## config.mk

```make
export PLATFORM = sky130hd
export DESIGN_NAME = dhad_cell
export DESIGN_NICKNAME = d
export VERILOG_FILES = /design/src/sv/dhad_pkg.sv /design/src/sv/dhad_cell.sv
export SDC_FILE = /design/constraint.sdc
export NUM_CORES = 1
export LEC_CHECK = 0
export BUFFER_PORTS_ARGS = -buffer_cell sky130_fd_sc_hd__buf_2
export CAP_MARGIN = 20
export CORE_MARGIN = 5
export CORE_UTILIZATION = 45
export CTS_CLUSTER_SIZE = 12
export DETAILED_ROUTE_END_ITERATION = 6
export GPL_TIMING_DRIVEN = 1
export PLACE_DENSITY = 0.95
export SKIP_LAST_GASP = 1
export SLEW_MARGIN = 40
export SYNTH_ARGS = -nofsm -noshare
export SYNTH_HDL_FRONTEND = slang
export SYNTH_SLANG_ARGS = --single-unit
```

## constraint.sdc

```tcl
create_clock -name clk -period 2.65 [get_ports clk]
set_input_delay 0 -clock clk [delete_from_list [all_inputs] [get_ports clk]]
set_output_delay 0 -clock clk [all_outputs]
set_load 0.1 [all_outputs]
```

## src/sv/dhad_pkg.sv

```systemverilog
// Shared types, constants and helpers for the duplicate address detector.
`default_nettype none

package dhad_pkg;

  localparam int ADDR_W  = 64;
  localparam int CMP_W   = 4;
  localparam int COUNT_W = 7;
  localparam int OUT_W   = 16;
  localparam logic [CMP_W-1:0] CMP_RESET = 4'd6;

  typedef enum logic [1:0] {
    ST_IDLE,
    ST_SCAN,
    ST_FIN
  } state_t;

  // Probe token handed from cell to cell.
  typedef struct packed {
    logic act;
    logic hit;
  } probe_t;

  // Byte mask for a compare length; zero acts as one, above eight as eight.
  function automatic logic [ADDR_W-1:0] byte_mask(input logic [CMP_W-1:0] n);
    logic [ADDR_W-1:0] m;
    m = '0;
    for (int b = 0; b < 8; b++) begin
      if (b == 0 || CMP_W'(b) < n) begin
        m[b*8 +: 8] = 8'hFF;
      end
    end
    return m;
  endfunction

endpackage

`default_nettype wire

```

## src/sv/dhad_cell.sv

```systemverilog
// One table slot: holds an address, compares it with the probe and passes the token on.
`default_nettype none

module dhad_cell
  import dhad_pkg::*;
(
  input  wire logic              clk,
  input  wire logic              rst_n,
  input  wire logic              clr,
  input  wire logic              wr_en,
  input  wire logic [ADDR_W-1:0] wr_addr,
  input  wire logic [ADDR_W-1:0] probe_addr,
  input  wire logic [ADDR_W-1:0] mask,
  input  wire probe_t            probe_in,
  output probe_t                 probe_out
);

  logic [ADDR_W-1:0] entry_r;
  logic              valid_r;
  logic              valid_nxt;
  probe_t            probe_r;
  probe_t            probe_nxt;
  logic              match;

  assign match = valid_r && ((entry_r & mask) == probe_addr);

  always_comb begin
    probe_nxt.act = probe_in.act;
    probe_nxt.hit = probe_in.act && (probe_in.hit || match);
    valid_nxt     = valid_r;
    if (clr) begin
      valid_nxt = 1'b0;
    end else if (wr_en) begin
      valid_nxt = 1'b1;
    end
  end

  always_ff @(posedge clk) begin
    if (!rst_n) begin
      valid_r <= 1'b0;
      probe_r <= '0;
    end else begin
      valid_r <= valid_nxt;
      probe_r <= probe_nxt;
    end
  end

  always_ff @(posedge clk) begin
    if (wr_en) begin
      entry_r <= wr_addr;
    end
  end

  assign probe_out = probe_r;

endmodule

`default_nettype wire

```

==> impl_metrics.json, run 1 <==
{
  "design.die.area_um2": 8290,
  "drtPass1Iterations": 4,
  "diodes": 0,
  "final_worst_slack_ns": 0.995,
  "cts.clk_slew.worst_paths_ns": 0.06,
  "globalRouteTotalUtil_pct": 24.4,
  "root_buffer": "clkbuf_8",
  "post_dp_cell_area_um2": 4070,
  "maximum_clock_frequency_mhz": 604,
  "ys_types": 22,
  "total_leakage_power_uw": 0.00218,
  "grt_pass1_wl_um": 15900,
  "mappedNetlistArea_um2": 2960,
  "clock_tree.htree_level_count": 3,
  "worst_path_dominant_cell_family": "simple AND/OR/NAND/NOR gates",
  "clock_path_buffers": 2,
  "drt-wirelength-per-cell_um": 17.3,
  "max_transition_viols_final": 0,
  "crit_type": "reg -> reg",
  "cts_made_buffers": 9,
  "floorplan.die.width_um": 91.0,
  "crit_path_start_kind": "flip-flop",
  "ys_warn_count": 0,
  "timing.critical_path.cells": "nand2_1 > o22ai_1 > a221o_1 > nor4_1 > nand4_1 > o2bb2ai_2",
  "slew-limit-headroom_pct": 57.4,
  "floorplan.core_area_um2": 6390,
  "timing.final.crit_share_pct": 62.4,
  "critical_path_buf_inv_count": 0,
  "postLayoutCoreUtil_pct": 76.9,
  "worst-path-max-fanout": 2,
  "max_cap_viol_count": 0,
  "critical_path.slowest_cell": "nor4_1",
  "via_count_of_the_first_global_routing_pass": 3309,
  "initial_core_util_pct": 46.3,
  "fraction_of_layout_cells_with_a_size_suffix_above_1_pct": 42.3,
  "grt_start_max_net_pins": 40,
  "worst-path-stages": 6,
  "layout-area-overhead-vs-synth_pct": 66.2,
  "peakVddDrop_mv": 0.420,
  "critical_path_required_ns": 2.90,
  "num_vias": 2854,
  "dpl_worst_slack_ns": 0.970,
  "hold_depth": 4,
  "drt.antenna.violating_nets": 0,
  "critPathLaunch": "entry_r[43]$_DFFE_PP_",
  "worstSetupEndpointType": "flip-flop",
  "portBuffers": 199,
  "synth.largest_area_cell": "edfxtp_1",
  "tightestPinTransition_ns": 0.639,
  "timing.hold.worst.start": "probe_addr[15]",
  "synth_seq_area_share_pct": 67.1,
  "setup_viol_count_final": 0,
  "syn_area_per_cell_um2": 13.3,
  "power_per_cell_area_nw_per_um2": 485,
  "result_of_the_run": "finished, final reports clean",
  "timing.reg2reg.worst_path_depth": 6,
  "vias_per_cell": 4.88,
  "seq_area_um2": 1980,
  "synth_top_cell_area_share_pct": 65.0,
  "critical-path-max-stage-delay_ns": 0.44,
  "multi_input_comb_area_um2": 973,
  "wl_final_um": 10100,
  "post_cts_resized": 0,
  "syn_nets": 421,
  "n_fill_cell": 413,
  "die_h_um": 91.0,
  "synthTopCellsByArea": "edfxtp_1 65%, xor2_1 12%, nand2_1 8.5%",
  "worst_ep_arrival_time_ns": 1.91,
  "regToRegStartpoint": "entry_r[43]$_DFFE_PP_",
  "tritoncts": "built",
  "layout.cell_area.non_filler_um2": 4910,
  "fin_crit_ns": 1.65,
  "drc_violations_left": 0,
  "row_cnt": 29,
  "final_nets": 701,
  "detailed_place_hpwl_um": 7070,
  "holdCritPathClass": "in -> reg",
  "final_worst_hold_slack_ns": 0.0712,
  "unrepaired_setup_endpoints_after_global_routing": "no",
  "cts.sink_count": 67,
  "global_route.overflow_total": 0,
  "syn_inst": 223,
  "ios": 200,
  "worstSkewPairLatency_ns": 0.32,
  "antenna_found_initial": 0,
  "setup_tns_ns": 0,
  "drt_iter0_markers": 91,
  "report.final.hold_viol_count": 0,
  "gp_routability_congestion": 0.778,
  "synth.ff_latch_count": 67,
  "finClkSkew_ns": 0.00664
}
per-stage QoR:
| step | total power (uW) | cells |
|---|---|---|
| finish | 2380 | 585 |
| global route | 2490 | 585 |
| CTS | 2390 | 585 |
| detailed placement | 1630 | 500 |
| global placement | 1610 | 500 |
| floorplan | 1420 | 223 |
where the power goes:
part / switching, uW / internal [uW]
registers: 23.5 / 1250
clock network: 353 / 331
logic: 180 / 241
total: 557 / 1820
cells in the mapped netlist:
library cell and number:
nand2_1 67, edfxtp_1 64, xor2_1 41, xnor2_1 12
nand4_1 11, nor4_1 5, dfxtp_1 3, o22ai_1 3
a221o_1 2, nor2_1 2, nor4_2 2, a211o_2 1
a21oi_1 1, a22oi_1 1, a2bb2oi_1 1, and2_1 1
nand3_1 1, nor3b_1 1, o2111ai_1 1, o211ai_1 1
o21ai_0 1, o2bb2ai_2 1
worst paths after layout:
kind / to / slack [ns]
worst max-delay path: probe_out[0]$_SDFF_PN0_ / 1.0
worst min-delay path: probe_out[0]$_SDFF_PN0_ / 0.07
worst max register to register: probe_out[0]$_SDFF_PN0_ / 1.0
worst min register to register: probe_out[0]$_SDFF_PN0_ / 0.66
registers in the layout, summed over array words and instances, names as in the netlist:
register / cells
valid_r: 1
entry_r: 64
probe_out: 2
cell type report:
cell class / instances / share of cell area (%)
repair buffers: 269 / 34.8
flip-flops and latches: 67 / 40.4
multi-input cells: 156 / 19.8
clock inverters: 4 / 0.357
well taps: 77 / 1.96
clock buffers: 12 / 2.75
routing by layer:
metal / up-vias / GRT usage [%] / part of all wire, %
met5: - / 0 / 0
met4: 0 / 9.66 / 3.0
met3: 25 / 8.02 / 8.7
met2: 163 / 46.4 / 55
met1: 1303 / 24.2 / 33
li1: 1363 / - / -
placed cells by master, fill, tap and decap left out:
| master | n |
|---|---|
| dfxtp_1 | 3 |
| nand2_1 | 67 |
| o21ai_0 | 1 |
| buf_2 | 199 |
| buf_12 | 1 |
| nor2_1 | 2 |
| a21oi_1 | 1 |
| a211o_2 | 1 |
| and2_1 | 1 |
| o2bb2ai_2 | 1 |
| clkbuf_1 | 3 |
| clkinv_2 | 2 |
| xor2_1 | 41 |
| nand4_1 | 11 |
| o211ai_1 | 1 |
| xnor2_1 | 12 |
| nor4_1 | 5 |
| clkinv_1 | 2 |
| a221o_1 | 2 |
| o22ai_1 | 3 |
| edfxtp_1 | 64 |
| nor3b_1 | 1 |
| dlygate4sd3_1 | 69 |
| nor4_2 | 2 |
| a22oi_1 | 1 |
| nand3_1 | 1 |
| o2111ai_1 | 1 |
| a2bb2oi_1 | 1 |
| clkbuf_8 | 9 |
worst reg2reg max path: stages (launching register included):
cell and delay (ns):
edfxtp_1 0.37, nand2_1 0.11, o22ai_1 0.09, a221o_1 0.27, nor4_1 0.44, nand4_1 0.18, o2bb2ai_2 0.14
repair_timing:
item                      in CTS  in global routing
hold buffers                  69                  0
buffers inserted               0                  0
hold endpoints to repair      67                  0
cell families (layout without fill, tap and decap cells):
kind of cell    count (synthesis)  in the layout  share of synthesized area, %
buf+inv                         0            285                             0
flops                          67             67                          67.1
xor+xnor                       53             53                          15.7
compound gates                 13             13                          3.60
simple gates                   90             90                          13.6
Note: power is estimated with default switching activity, not from simulation.
==> inputs of run 2 (changes only) <==
- CORE_UTILIZATION: 45 -> 38
- PLACE_DENSITY: 0.95 -> 0.87
- clock period: 2.65 -> 1.4 ns (I/O delays scaled with it)
==> impl_metrics.json, run 2 (synthesized netlist as in run 1, its figures left out) <==
{
  "failed_checks": "negative setup slack",
  "totalPowerFinal_uw": 5240,
  "tightestPinTransition_ns": 0.513,
  "fin_crit_ns": 1.51,
  "maximum_clock_frequency_mhz": 661,
  "power_per_cell_area_nw_per_um2": 1030,
  "post_dp_cell_area_um2": 4120,
  "drt_iter0_markers": 79,
  "ios": 200,
  "fraction_of_layout_cells_with_a_size_suffix_above_1_pct": 43.9,
  "via_count_of_the_first_global_routing_pass": 3234,
  "antenna_found_initial": 0,
  "floorplan.core_area_um2": 7650,
  "portBuffers": 199,
  "num_vias": 2813,
  "crit_path_start_kind": "flip-flop",
  "worst-path-max-fanout": 1,
  "setup_viol_count_final": 1,
  "design.die.area_um2": 9640,
  "critical_path.slowest_cell": "edfxtp_1",
  "row_cnt": 32,
  "drt-wirelength-per-cell_um": 15.7,
  "layout.cell_area.non_filler_um2": 5070,
  "diodes": 0,
  "holdCritPathClass": "in -> reg",
  "cts.clk_slew.worst_paths_ns": 0.07,
  "detailed_place_hpwl_um": 7170,
  "tritoncts": "built",
  "grt_pass1_wl_um": 15000,
  "drc_violations_left": 0,
  "clock_path_buffers": 2,
  "wl_final_um": 9650,
  "worstSkewPairLatency_ns": 0.34,
  "regToRegSetupSlack_ns": -0.11,
  "peakVddDrop_mv": 0.800,
  "total_leakage_power_uw": 0.00225,
  "globalRouteTotalUtil_pct": 20.1,
  "final_nets": 705,
  "die_h_um": 98.2,
  "crit_path_frequent_cell": "nand4_1",
  "max_cap_viol_count": 0,
  "timing.final.crit_share_pct": 108,
  "vias_per_cell": 4.58,
  "timing.critical_path.cells": "nand2_1 > xor2_1 > nand4_1 > nor4_2 > buf_4 > nand4_1 > o2bb2ai_2",
  "final_cell_mix": "199 x buf_2, 69 x dlygate4sd3_1, 67 x nand2_1",
  "grt_start_max_net_pins": 35,
  "cts.sink_count": 67,
  "root_buffer": "clkbuf_8",
  "initial_core_util_pct": 38.6,
  "largest_reg_flops": 64,
  "finClkSkew_ns": 0.00848,
  "final_worst_slack_ns": -0.114,
  "critical_path_required_ns": 1.67,
  "floorplan.die.width_um": 98.2,
  "n_fill_cell": 565,
  "max_transition_viols_final": 0,
  "slew-limit-headroom_pct": 66.0,
  "drtPass1Iterations": 4,
  "max_flop_register": "entry_r",
  "clock_tree.htree_level_count": 3,
  "commonest_non_fill_non_tap_cell_in_the_layout": "buf_2",
  "gp_routability_congestion": 0.894,
  "worstSetupEndpointType": "flip-flop",
  "report.final.hold_viol_count": 0,
  "critical-path-max-stage-delay_ns": 0.36,
  "result_of_the_run": "complete, but fails checks",
  "layout-area-overhead-vs-synth_pct": 71.7,
  "global_route.overflow_total": 0,
  "worst_ep_arrival_time_ns": 1.78,
  "crit_type": "reg -> reg",
  "unrepaired_setup_endpoints_after_global_routing": "yes",
  "drt.antenna.violating_nets": 0,
  "cts_made_buffers": 9
}
run 2: cell types whose count changed in the layout (fill, tap and decap cells not counted):
cell       previous run  this run
clkbuf_8              9        12
bufinv_16             0         3
buf_4                 0         5
clkbuf_1              3         0
clkinv_1              2         0
nor4_2                2         3
buf_12                1         0
nor4_1                5         4
clkinv_2              2         1
run 2: per-stage QoR:
stage | hold WS [ns] | TNS (ns) | setup slack [ns] | util (%) | cells
3_5_place_dp | 0.165 | -0.167 | -0.167 | 53.8 | 529
5_1_grt | 0.0156 | -0.225 | -0.225 | 66.3 | 614
6_report | 0.0229 | -0.114 | -0.114 | 66.3 | 614
3_3_place_gp | 0.164 | -0.0739 | -0.0739 | 53.8 | 529
4_1_cts | 0.00942 | -0.131 | -0.131 | 66.3 | 614
2_1_floorplan | 0.0761 | 0 | 0.107 | - | 223
run 2: repair_timing:
action,4_1_cts,5_1_grt
hold endpoints to repair,67,0
setup endpoints to repair,1,1
resized for setup,1,0
hold buffers,69,0
pin swaps,2,2
buffers inserted,0,0
run 2: per-layer routing:
layer / vias to the layer above / global-route usage, % / part of all wire [%]
met4: 0 / 11.1 / 4.3
met1: 1258 / 19.1 / 34
li1: 1372 / - / -
met3: 41 / 6.29 / 7.4
met2: 142 / 38.0 / 55
met5: - / 0 / 0
run 2: power breakdown:
part	internal [uW]	switching, uW
combinational	459	328
clock	1330	723
sequential	2370	41.5
run 2: layout make-up:
class	count	area [um^2]	area share, %
sequential	67	1980	39.1
timing repair buffer	273	1720	34.0
multi-input combinational	156	980	19.3
clock buffer	12	165	3.26
tap	102	128	2.52
clock inverter	4	95.1	1.87
run 2: worst max-delay path, delay by kind of cell (launching register included):
family / cells / cell delay (ns)
AO/OA/AOI/OAI: 1 / 0.13
XOR/XNOR: 1 / 0.17
buffers and inverters: 1 / 0.15
flip-flops: 1 / 0.36
AND/OR/NAND/NOR: 4 / 0.65
run 2: final timing paths:
path / startpoint / endpoint / depth (start not counted)
setup reg to reg: entry_r[31]$_DFFE_PP_ / probe_out[0]$_SDFF_PN0_ / 7
setup / recovery: entry_r[31]$_DFFE_PP_ / probe_out[0]$_SDFF_PN0_ / 7
hold / removal: probe_addr[15] / probe_out[0]$_SDFF_PN0_ / 4
hold reg to reg: valid_r$_SDFFE_PP0P_ / probe_out[0]$_SDFF_PN0_ / 4
